$ cat src/design/iirdf2_pkg.sv
// shared constants, types and helper functions for the direct form ii iir filter core
// no dependencies; used by the interfaces and every module of the block
package iirdf2_pkg;

   localparam int TAPS      = 3;
   localparam int FF_REGS   = 3;
   localparam int FB_REGS   = 2;
   localparam int COEF_W    = 18;
   localparam int FRAC_W    = 14;
   localparam int SAMPLE_W  = 16;
   localparam int W_W       = 32;
   localparam int PROD_W    = COEF_W + W_W;
   localparam int ACC_W     = PROD_W + $clog2(TAPS + 1);
   localparam int RQ_W      = ACC_W - FRAC_W;
   localparam int K_W       = $clog2(TAPS);
   localparam int DL_DEPTH  = TAPS - 1;
   localparam int DL_IDX_W  = (TAPS > 2) ? $clog2(TAPS - 1) : 1;
   localparam int CSR_IDX_W = 3;

   localparam logic signed [COEF_W-1:0] COEF_ONE = COEF_W'(1 << FRAC_W);

   typedef enum logic [CSR_IDX_W-1:0] {
      CSR_FF_COEF_0 = 3'd0,
      CSR_FF_COEF_1 = 3'd1,
      CSR_FF_COEF_2 = 3'd2,
      CSR_FB_COEF_1 = 3'd3,
      CSR_FB_COEF_2 = 3'd4
   } csr_index_type;

   typedef enum logic [2:0] {
      SEQ_IDLE,
      SEQ_FB,
      SEQ_FB_DRAIN,
      SEQ_ROUND_W,
      SEQ_FF,
      SEQ_FF_DRAIN,
      SEQ_ROUND_Y
   } seq_state_type;

   typedef struct packed {
      logic issue;
      logic sub;
      logic load;
   } mac_ctrl_type;

   typedef struct packed {
      logic [FF_REGS-1:0][COEF_W-1:0] ff;
      logic [FB_REGS-1:0][COEF_W-1:0] fb;
   } coef_set_type;

   // b0 at unity, every other coefficient zero
   localparam coef_set_type COEF_RESET = '{
      ff: {{(FF_REGS-1){COEF_W'(0)}}, COEF_ONE},
      fb: '0
   };

   // feedforward coefficient b_k, zero where no register exists
   function automatic logic signed [COEF_W-1:0] ff_pick(coef_set_type c, logic [K_W-1:0] k);
      logic signed [COEF_W-1:0] r;
      r = '0;
      for (int i = 0; i < FF_REGS; i++) begin
         if (i == int'(k)) r = c.ff[i];
      end
      return r;
   endfunction

   // feedback coefficient a_k, k from one
   function automatic logic signed [COEF_W-1:0] fb_pick(coef_set_type c, logic [K_W-1:0] k);
      logic signed [COEF_W-1:0] r;
      r = '0;
      for (int i = 0; i < FB_REGS; i++) begin
         if (i + 1 == int'(k)) r = c.fb[i];
      end
      return r;
   endfunction

   // divide by 2^FRAC_W, round to nearest, ties toward plus infinity
   function automatic logic signed [RQ_W-1:0] round_q(logic signed [ACC_W-1:0] a);
      logic signed [ACC_W-1:0] t;
      t = a + ACC_W'(1 << (FRAC_W - 1));
      return RQ_W'(t >>> FRAC_W);
   endfunction

   function automatic logic signed [W_W-1:0] sat_w(logic signed [RQ_W-1:0] r);
      logic signed [RQ_W-1:0] hi;
      logic signed [RQ_W-1:0] lo;
      hi = {{(RQ_W-W_W+1){1'b0}}, {(W_W-1){1'b1}}};
      lo = {{(RQ_W-W_W+1){1'b1}}, {(W_W-1){1'b0}}};
      if (r > hi) return hi[W_W-1:0];
      if (r < lo) return lo[W_W-1:0];
      return r[W_W-1:0];
   endfunction

   function automatic logic signed [SAMPLE_W-1:0] sat_y(logic signed [RQ_W-1:0] r);
      logic signed [RQ_W-1:0] hi;
      logic signed [RQ_W-1:0] lo;
      hi = {{(RQ_W-SAMPLE_W+1){1'b0}}, {(SAMPLE_W-1){1'b1}}};
      lo = {{(RQ_W-SAMPLE_W+1){1'b1}}, {(SAMPLE_W-1){1'b0}}};
      if (r > hi) return hi[SAMPLE_W-1:0];
      if (r < lo) return lo[SAMPLE_W-1:0];
      return r[SAMPLE_W-1:0];
   endfunction

endpackage

$ cat src/design/iirdf2_if.sv
// request, response and register write channels of the iir filter core
// depends on iirdf2_pkg for field widths
interface iirdf2_req_if;
   logic                                    valid;
   logic                                    ready;
   logic signed [iirdf2_pkg::SAMPLE_W-1:0]  sample_in;
   modport source (output valid, output sample_in, input ready);
   modport sink   (input valid, input sample_in, output ready);
endinterface

interface iirdf2_rsp_if;
   logic                                    valid;
   logic                                    ready;
   logic signed [iirdf2_pkg::SAMPLE_W-1:0]  sample_out;
   modport source (output valid, output sample_out, input ready);
   modport sink   (input valid, input sample_out, output ready);
endinterface

interface iirdf2_csr_if;
   logic                                    valid;
   logic                                    ready;
   logic [iirdf2_pkg::CSR_IDX_W-1:0]        index;
   logic [iirdf2_pkg::COEF_W-1:0]           data;
   modport source (output valid, output index, output data, input ready);
   modport sink   (input valid, input index, input data, output ready);
endinterface

$ cat src/design/iirdf2_mac.sv
// shared multiply-accumulate unit: one registered coefficient-by-state product per cycle
// depends on iirdf2_pkg
module iirdf2_mac (
   input  logic                                   clock,
   input  logic                                   reset,
   input  iirdf2_pkg::mac_ctrl_type               ctrl,
   input  logic signed [iirdf2_pkg::ACC_W-1:0]    load_value,
   input  logic signed [iirdf2_pkg::COEF_W-1:0]   coef,
   input  logic signed [iirdf2_pkg::W_W-1:0]      data,
   output logic signed [iirdf2_pkg::ACC_W-1:0]    acc
);

   logic signed [iirdf2_pkg::PROD_W-1:0] prod_in;
   logic signed [iirdf2_pkg::PROD_W-1:0] prod_ff;
   logic                                 prod_vld_ff;
   logic                                 prod_sub_ff;
   logic signed [iirdf2_pkg::ACC_W-1:0]  acc_in;
   logic signed [iirdf2_pkg::ACC_W-1:0]  acc_ff;
   logic signed [iirdf2_pkg::ACC_W-1:0]  prod_ext;

   assign prod_in  = coef * data;
   assign prod_ext = iirdf2_pkg::ACC_W'(prod_ff);

   always_comb begin
      acc_in = acc_ff;
      if (ctrl.load) begin
         acc_in = load_value;
      end else if (prod_vld_ff) begin
         acc_in = prod_sub_ff ? acc_ff - prod_ext : acc_ff + prod_ext;
      end
   end

   always_ff @(posedge clock) begin
      if (reset) begin
         prod_vld_ff <= 1'b0;
      end else begin
         prod_vld_ff <= ctrl.issue;
      end
   end

   always_ff @(posedge clock) begin
      prod_ff     <= prod_in;
      prod_sub_ff <= ctrl.sub;
      acc_ff      <= acc_in;
   end

   assign acc = acc_ff;

endmodule

$ cat src/design/iirdf2_seq.sv
// sequencer: walks the feedback then feedforward taps through the shared mac,
// rounds and saturates w and y, holds the delay line and the response register
// depends on iirdf2_pkg and iirdf2_if
module iirdf2_seq (
   input  logic                                   clock,
   input  logic                                   reset,
   iirdf2_req_if.sink                             req_ch,
   iirdf2_rsp_if.source                           rsp_ch,
   input  iirdf2_pkg::coef_set_type               coefs,
   output iirdf2_pkg::mac_ctrl_type               mac_ctrl,
   output logic signed [iirdf2_pkg::ACC_W-1:0]    mac_load_value,
   output logic signed [iirdf2_pkg::COEF_W-1:0]   mac_coef,
   output logic signed [iirdf2_pkg::W_W-1:0]      mac_data,
   input  logic signed [iirdf2_pkg::ACC_W-1:0]    mac_acc
);

   iirdf2_pkg::seq_state_type                state_ff, state_in;
   logic [iirdf2_pkg::K_W-1:0]               k_ff, k_in, k_minus;
   logic [iirdf2_pkg::DL_IDX_W-1:0]          dl_idx;
   logic signed [iirdf2_pkg::W_W-1:0]        dl_ff [iirdf2_pkg::DL_DEPTH];
   logic signed [iirdf2_pkg::W_W-1:0]        dl_rd;
   logic                                     dl_shift;
   logic signed [iirdf2_pkg::W_W-1:0]        w_ff, w_in;
   logic                                     rsp_valid_ff, rsp_valid_in;
   logic signed [iirdf2_pkg::SAMPLE_W-1:0]   rsp_data_ff, rsp_data_in;
   logic                                     accept;
   logic                                     out_free;
   logic                                     last_tap;
   logic signed [iirdf2_pkg::ACC_W-1:0]      x_scaled;

   assign req_ch.ready      = (state_ff == iirdf2_pkg::SEQ_IDLE);
   assign accept            = req_ch.valid && req_ch.ready;
   assign out_free          = !rsp_valid_ff || rsp_ch.ready;
   assign rsp_ch.valid      = rsp_valid_ff;
   assign rsp_ch.sample_out = rsp_data_ff;

   assign k_minus  = k_ff - iirdf2_pkg::K_W'(1);
   assign dl_idx   = k_minus[iirdf2_pkg::DL_IDX_W-1:0];
   assign dl_rd    = dl_ff[dl_idx];
   assign last_tap = (k_ff == iirdf2_pkg::K_W'(iirdf2_pkg::TAPS - 1));
   assign x_scaled = iirdf2_pkg::ACC_W'(req_ch.sample_in) <<< iirdf2_pkg::FRAC_W;

   always_comb begin
      state_in       = state_ff;
      k_in           = k_ff;
      w_in           = w_ff;
      dl_shift       = 1'b0;
      rsp_valid_in   = rsp_valid_ff && !rsp_ch.ready;
      rsp_data_in    = rsp_data_ff;
      mac_ctrl       = '0;
      mac_load_value = '0;
      mac_coef       = '0;
      mac_data       = '0;
      case (state_ff)
         iirdf2_pkg::SEQ_IDLE: begin
            // accumulator starts at x scaled to the coefficient fraction
            mac_load_value = x_scaled;
            if (accept) begin
               mac_ctrl.load = 1'b1;
               k_in          = iirdf2_pkg::K_W'(1);
               state_in      = iirdf2_pkg::SEQ_FB;
            end
         end
         iirdf2_pkg::SEQ_FB: begin
            mac_ctrl.issue = 1'b1;
            mac_ctrl.sub   = 1'b1;
            mac_coef       = iirdf2_pkg::fb_pick(coefs, k_ff);
            mac_data       = dl_rd;
            if (last_tap) begin
               state_in = iirdf2_pkg::SEQ_FB_DRAIN;
            end else begin
               k_in = k_ff + iirdf2_pkg::K_W'(1);
            end
         end
         iirdf2_pkg::SEQ_FB_DRAIN: begin
            state_in = iirdf2_pkg::SEQ_ROUND_W;
         end
         iirdf2_pkg::SEQ_ROUND_W: begin
            w_in     = iirdf2_pkg::sat_w(iirdf2_pkg::round_q(mac_acc));
            k_in     = '0;
            state_in = iirdf2_pkg::SEQ_FF;
         end
         iirdf2_pkg::SEQ_FF: begin
            mac_ctrl.issue = 1'b1;
            mac_ctrl.load  = (k_ff == '0);
            mac_coef       = iirdf2_pkg::ff_pick(coefs, k_ff);
            mac_data       = (k_ff == '0) ? w_ff : dl_rd;
            if (last_tap) begin
               state_in = iirdf2_pkg::SEQ_FF_DRAIN;
            end else begin
               k_in = k_ff + iirdf2_pkg::K_W'(1);
            end
         end
         iirdf2_pkg::SEQ_FF_DRAIN: begin
            state_in = iirdf2_pkg::SEQ_ROUND_Y;
         end
         iirdf2_pkg::SEQ_ROUND_Y: begin
            // hold here until the response register can take y
            if (out_free) begin
               rsp_valid_in = 1'b1;
               rsp_data_in  = iirdf2_pkg::sat_y(iirdf2_pkg::round_q(mac_acc));
               dl_shift     = 1'b1;
               state_in     = iirdf2_pkg::SEQ_IDLE;
            end
         end
         default: begin
            state_in = iirdf2_pkg::SEQ_IDLE;
         end
      endcase
   end

   always_ff @(posedge clock) begin
      if (reset) begin
         state_ff     <= iirdf2_pkg::SEQ_IDLE;
         k_ff         <= '0;
         rsp_valid_ff <= 1'b0;
         for (int i = 0; i < iirdf2_pkg::DL_DEPTH; i++) begin
            dl_ff[i] <= '0;
         end
      end else begin
         state_ff     <= state_in;
         k_ff         <= k_in;
         rsp_valid_ff <= rsp_valid_in;
         if (dl_shift) begin
            for (int i = iirdf2_pkg::DL_DEPTH - 1; i > 0; i--) begin
               dl_ff[i] <= dl_ff[i-1];
            end
            dl_ff[0] <= w_ff;
         end
      end
   end

   always_ff @(posedge clock) begin
      w_ff        <= w_in;
      rsp_data_ff <= rsp_data_in;
   end

   a_accept_starts_feedback: assert property (@(posedge clock) disable iff (reset)
      accept |=> state_ff == iirdf2_pkg::SEQ_FB)
      else $error("accepted request did not start the feedback pass");

   a_stalled_result_holds: assert property (@(posedge clock) disable iff (reset)
      (state_ff == iirdf2_pkg::SEQ_ROUND_Y && !out_free)
      |=> (state_ff == iirdf2_pkg::SEQ_ROUND_Y && rsp_valid_ff))
      else $error("result left round state while response register was full");

   a_response_from_round: assert property (@(posedge clock) disable iff (reset)
      $rose(rsp_valid_ff) |-> $past(state_ff == iirdf2_pkg::SEQ_ROUND_Y))
      else $error("response raised outside the output round state");

   a_load_only_at_pass_start: assert property (@(posedge clock) disable iff (reset)
      mac_ctrl.load |-> (state_ff == iirdf2_pkg::SEQ_IDLE || state_ff == iirdf2_pkg::SEQ_FF))
      else $error("accumulator load outside the start of a pass");

endmodule

$ cat src/design/iir_direct_form_two_filter_core.sv
// Direct form II IIR filter core for 16-bit signed audio samples, one filtered sample per
// request, with Q4.14 coefficients written through the register channel. All products
// go through one 18x32 multiplier, so a request passes from acceptance through an
// accumulator load, TAPS-1 feedback products, TAPS feedforward products, and a drain
// and a rounding step after each pass before the core can accept again. The request
// channel is not ready during that time; a finished sample waits in the response
// register, and the next request is accepted meanwhile. If the previous sample is
// still waiting when the next one is rounded, the core holds in its rounding cycle
// until the response is taken.
// The intermediate value saturates to 32 bits and the output to 16 bits. Write registers
// only while the core is idle; writes to unknown indexes are dropped.
// depends on iirdf2_pkg, iirdf2_if, iirdf2_mac and iirdf2_seq
module iir_direct_form_two_filter_core (
   input  logic          clock,
   input  logic          reset,
   iirdf2_req_if.sink    req_ch,
   iirdf2_rsp_if.source  rsp_ch,
   iirdf2_csr_if.sink    csr_ch
);

   iirdf2_pkg::coef_set_type                   coefs_ff;
   iirdf2_pkg::mac_ctrl_type                   mac_ctrl;
   logic signed [iirdf2_pkg::ACC_W-1:0]        mac_load_value;
   logic signed [iirdf2_pkg::COEF_W-1:0]       mac_coef;
   logic signed [iirdf2_pkg::W_W-1:0]          mac_data;
   logic signed [iirdf2_pkg::ACC_W-1:0]        mac_acc;

   assign csr_ch.ready = 1'b1;

   always_ff @(posedge clock) begin
      if (reset) begin
         coefs_ff <= iirdf2_pkg::COEF_RESET;
      end else if (csr_ch.valid && csr_ch.ready) begin
         case (csr_ch.index)
            iirdf2_pkg::CSR_FF_COEF_0: coefs_ff.ff[0] <= csr_ch.data;
            iirdf2_pkg::CSR_FF_COEF_1: coefs_ff.ff[1] <= csr_ch.data;
            iirdf2_pkg::CSR_FF_COEF_2: coefs_ff.ff[2] <= csr_ch.data;
            iirdf2_pkg::CSR_FB_COEF_1: coefs_ff.fb[0] <= csr_ch.data;
            iirdf2_pkg::CSR_FB_COEF_2: coefs_ff.fb[1] <= csr_ch.data;
            default: ;
         endcase
      end
   end

   iirdf2_seq u_seq (
      .clock          (clock),
      .reset          (reset),
      .req_ch         (req_ch),
      .rsp_ch         (rsp_ch),
      .coefs          (coefs_ff),
      .mac_ctrl       (mac_ctrl),
      .mac_load_value (mac_load_value),
      .mac_coef       (mac_coef),
      .mac_data       (mac_data),
      .mac_acc        (mac_acc)
   );

   iirdf2_mac u_mac (
      .clock      (clock),
      .reset      (reset),
      .ctrl       (mac_ctrl),
      .load_value (mac_load_value),
      .coef       (mac_coef),
      .data       (mac_data),
      .acc        (mac_acc)
   );

endmodule
$ cat src/flat_wrapper.sv
// flat-port wrapper written by rule: the top's interface ports become plain ports
module iir_direct_form_two_filter_core_flat 
  (clock, reset, req_ch_valid, req_ch_sample_in, req_ch_ready, rsp_ch_valid, rsp_ch_sample_out, rsp_ch_ready, csr_ch_valid, csr_ch_index, csr_ch_data, csr_ch_ready);
  iirdf2_req_if req_ch_i ();
  iirdf2_rsp_if rsp_ch_i ();
  iirdf2_csr_if csr_ch_i ();
  input  logic clock;
  input  logic reset;
  input wire logic [$bits(req_ch_i.valid)-1:0] req_ch_valid;
  input wire logic [$bits(req_ch_i.sample_in)-1:0] req_ch_sample_in;
  output wire logic [$bits(req_ch_i.ready)-1:0] req_ch_ready;
  output wire logic [$bits(rsp_ch_i.valid)-1:0] rsp_ch_valid;
  output wire logic [$bits(rsp_ch_i.sample_out)-1:0] rsp_ch_sample_out;
  input wire logic [$bits(rsp_ch_i.ready)-1:0] rsp_ch_ready;
  input wire logic [$bits(csr_ch_i.valid)-1:0] csr_ch_valid;
  input wire logic [$bits(csr_ch_i.index)-1:0] csr_ch_index;
  input wire logic [$bits(csr_ch_i.data)-1:0] csr_ch_data;
  output wire logic [$bits(csr_ch_i.ready)-1:0] csr_ch_ready;
  assign req_ch_i.valid = req_ch_valid;
  assign req_ch_i.sample_in = req_ch_sample_in;
  assign req_ch_ready = req_ch_i.ready;
  assign rsp_ch_valid = rsp_ch_i.valid;
  assign rsp_ch_sample_out = rsp_ch_i.sample_out;
  assign rsp_ch_i.ready = rsp_ch_ready;
  assign csr_ch_i.valid = csr_ch_valid;
  assign csr_ch_i.index = csr_ch_index;
  assign csr_ch_i.data = csr_ch_data;
  assign csr_ch_ready = csr_ch_i.ready;
  iir_direct_form_two_filter_core u_core (.clock(clock), .reset(reset), .req_ch(req_ch_i), .rsp_ch(rsp_ch_i), .csr_ch(csr_ch_i));
endmodule
$ cat config.mk
export PLATFORM = sky130hd
export DESIGN_NAME = iir_direct_form_two_filter_core_flat
export DESIGN_NICKNAME = d
export VERILOG_FILES = /design/src/design/iirdf2_pkg.sv /design/src/design/iirdf2_if.sv /design/src/design/iirdf2_mac.sv /design/src/design/iirdf2_seq.sv /design/src/design/iir_direct_form_two_filter_core.sv /design/src/flat_wrapper.sv
export SDC_FILE = /design/constraint.sdc
export NUM_CORES = 2
export LEC_CHECK = 0
export BUFFER_PORTS_ARGS = -buffer_cell sky130_fd_sc_hd__buf_4
export CAP_MARGIN = 10
export CORE_ASPECT_RATIO = 1.25
export CORE_UTILIZATION = 60
export DETAILED_ROUTE_END_ITERATION = 10
export PLACE_DENSITY = 0.77
export SLEW_MARGIN = 30
export SYNTH_ARGS = -nofsm -noshare
export SYNTH_HDL_FRONTEND = slang
export SYNTH_SLANG_ARGS = --single-unit
$ cat constraint.sdc
create_clock -name clock -period 14.5 [get_ports clock]
set_input_delay 1.45 -clock clock [delete_from_list [all_inputs] [get_ports clock]]
set_output_delay 1.45 -clock clock [all_outputs]
set_load 0.01 [all_outputs]
==> impl_results.md <==
- Ys async rst share: 0%
- Inserted Clock Buffers: 36
- Antenna cell count: 0
- CP startpoint kind: register
- Pwr dens: 91.85 nW/um^2
- Synth Instances: around 4.2k
- Share of cells above drive strength 1: under 10%
- Width of the chip: between 200 and 250 um
- DRT antenna net count: 0
- Top Layer Used: met4
- Int Power: around 2.2 mW
- PortBufs: between 50 and 60
- Util after Layout: around two thirds
- DR WL/cell: about 20 um
- Initial DRC Count: approximately 2.5k
- Final layout net count: about 5.0k
- Root buffer cell: clkbuf_16
- Clock tree buffer depth: 3
- Setup TNS: 0 ps
- Final Cycle Share: about two thirds
- Average cell area after synthesis: approximately 8.6 sq um
- FP Rows: 100
- Placed Cells: roughly 4.9k
- Seq/Total Area, Yosys: about 22%
- Worst setup margin: around 4700 ps
- Unique masters post-synth: 77
- Non-Filler Instances: 4,998
- Slew Limit Fails: 0
- R2r setup slk: about 4700 ps
- Worst EP arrival: slightly above 10,000 ps
- Routed wl met3: about 9200 um
- Clock power frac: 28.6%
- Adder-Cell Fraction of Synth Area: between 30% and 40%
- Post-synthesis xor/xnor area fraction: under 10%
- Cts hold-fix bufs: 0
- Post-synthesis mux area share: 1.050%
- WL met1: slightly below 40,000 um
- Worst skew pair latency: around 570 ps
- GRT Resource Usage Total: approximately a third
- Area post-placement: 37,810 sq um
- Outcome: completed
- Simple-gate portion of the synthesized area: between 10% and 20%
- Total power: roughly 3.6 mW
- Switching share of power: around 38%
- Worst EP required: around 15,000 ps
- Sw Pwr: ~1.4 mW
- Routed vias: approximately 30k
- Post-Syn Area: 36,590 sq um
- Clk_skew: ~25 ps
- Worst Tran Pin Value: around 1100 ps
- Final hold vios: 0
- Max-cap violations: 0
- Combinational cell fraction of total power: 38.5%
- Area Growth Syn to Fin: 7.011%
- Cts repair resizes: 0
- Final min period: roughly 9800 ps
- Post-CTS Setup Bufs: 0
- Combinational family with the most area after synthesis: adder cells
- Grt total ovfl: 0
- Synth Area in Compound Gates: 10.92%
- Yosys reg bits: between 300 and 400
- Detailed Route WL: 101,700 um
- Worst vdd ir: around 170 uV
- Vias in the first global route: a little over 30k
- Largest net degree at the start of global routing: 100
- Reg clk slew, reported paths: roughly 60 ps
- Placed wire-length estimate: around 80,000 um
- Worst slack at placement: between 4000 and 5000 ps
- Most common cell on crit path: fa_1
- Fmax: roughly 100 MHz
- Nature of the critical path endpoint: register
- Yosys synthesis warning count: 0
- Sequential Power Share: approximately 33%
- Die Ht: approximately 280 um
- CP max-delay cell: o21ai_1
- Initial antenna violation count: 0
- Final setup violation count: 0
- Post-synth top cells: 726 x inv_1, 645 x nand2_1, 554 x fa_1
- RSZ-0062 raised after global routing: false
- Global placer's final weighted congestion: roughly 1
- Leak Pwr: 17.51 nW
- Core area: 59,930 sq um
- Most area-consuming cells after synthesis: fa_1 30%, edfxtp_1 13%, dfxtp_1 8.1%
- Post-DR vias/cell: just under 6
- Crit Path Max Fanout: 50
- Die ar.: 61,970 sq um
- WHS: 453.7 ps
- Top-count cell post-synth: inv_1
- Initial core utilization: 61.04%
- Worst rel slew slack: between 20% and 30%
- Critical path class: register to register
- Clock sinks: around 310
- TritonCTS clock tree: done
- Yosys top cell by area: fa_1
- Post-route cell area: slightly below 40,000 sq um
- Syn Nets: approximately 5.0k
- CP max stage delay: ~860 ps
- Met2 wire length: between 40,000 and 50,000 um
- Top_reg_cell synth: edfxtp_1
- Synth top area share: between 30% and 40%
- First-pass GRT wire length: roughly 160,000 um
- H-tree levels: 2
- Initial DRT Pass Iterations: 6
- Num ports: 61
- DR DRC count: 0
- HP Class: register to register
- Number of synthesized flops with an enable pin: ~160
-- cells in the final DEF (no fill, tap or decap), types with 35 or more instances in the layout --
master / instances
a21o_1: 51
a21oi_1: 261
and2_1: 101
buf_4: 114
clkbuf_16: 38
dfxtp_1: 146
edfxtp_1: 164
fa_1: 554
ha_1: 177
inv_1: 726
mux2i_1: 35
nand2_1: 645
nand3_1: 59
nor2_1: 401
nor3_1: 38
o21a_1: 41
o21ai_0: 148
xnor2_1: 111
xor2_1: 57
-- kinds of logic after synthesis --
family	Yosys count
buffers and inverters	918
other	1
adder cells (fa/ha/maj)	732
XOR/XNOR	168
AND/OR/NAND/NOR	1395
multiplexers	38
flip-flops	312
AO/OA/AOI/OAI	678
-- power groups by stage --
stage          Clock [mW]  Sequential [mW]  Combinational (mW)
5_1_grt              1.07             1.20                1.51
6_report             1.03             1.18                1.38
4_1_cts              1.03             1.18                1.36
2_1_floorplan           0             1.16                1.04
3_5_place_dp            0             1.20                1.34
3_3_place_gp            0             1.20                1.33
-- layout make-up --
class | instances | area, sq um
Clock buffer | 48 | 1059
Clock inverter | 18 | 276.5
Fill cell | 4853 | 20780
Inverter | 728 | 2733
Multi-Input combinational cell | 3012 | 25370
Sequential cell | 312 | 7890
Tap cell | 765 | 957.2
Timing Repair Buffer | 115 | 867.1
-- path summary, 6_finish.rpt --
| kind | from | to | cells past startpoint |
|---|---|---|---|
| max | u_core.u_seq.state_ff[2] | u_core.u_mac.prod_ff[47] | 27 |
| min | u_core.coefs_ff[8] | u_core.coefs_ff[8] | 2 |
| max reg2reg | u_core.u_seq.state_ff[2] | u_core.u_mac.prod_ff[47] | 27 |
| min reg2reg | u_core.coefs_ff[8] | u_core.coefs_ff[8] | 2 |
-- metal layers --
metal / global-route usage, % / vias up
li1: - / 13280
met1: 43.04 / 14360
met2: 56.59 / 1392
met3: 6.926 / 278
met4: 14.59 / 0
met5: 0 / -
-- registers in the layout, indices dropped and copies added, names as in the netlist --
signal and count:
u_core.u_mac.prod_sub_ff 1, u_core.u_mac.prod_ff 50, u_core.u_seq.state_ff 3, u_core.u_mac.prod_vld_ff 1, u_core.u_seq.k_ff 2, u_core.u_seq.dl_ff 64
u_core.u_seq.rsp_ch.valid 1, u_core.u_seq.rsp_ch.sample_out 16, u_core.u_seq.w_ff 32, u_core.u_mac.acc 52, u_core.coefs_ff 90
-- worst max-delay path, delay by kind of cell, from the launching register on --
kind,cells,cell delay [ps]
buf+inv,5,740
fa+ha+maj,7,3690
compound gates,8,2810
flops,1,450
simple gates,7,1900
(Power assumes the default switching activity.)
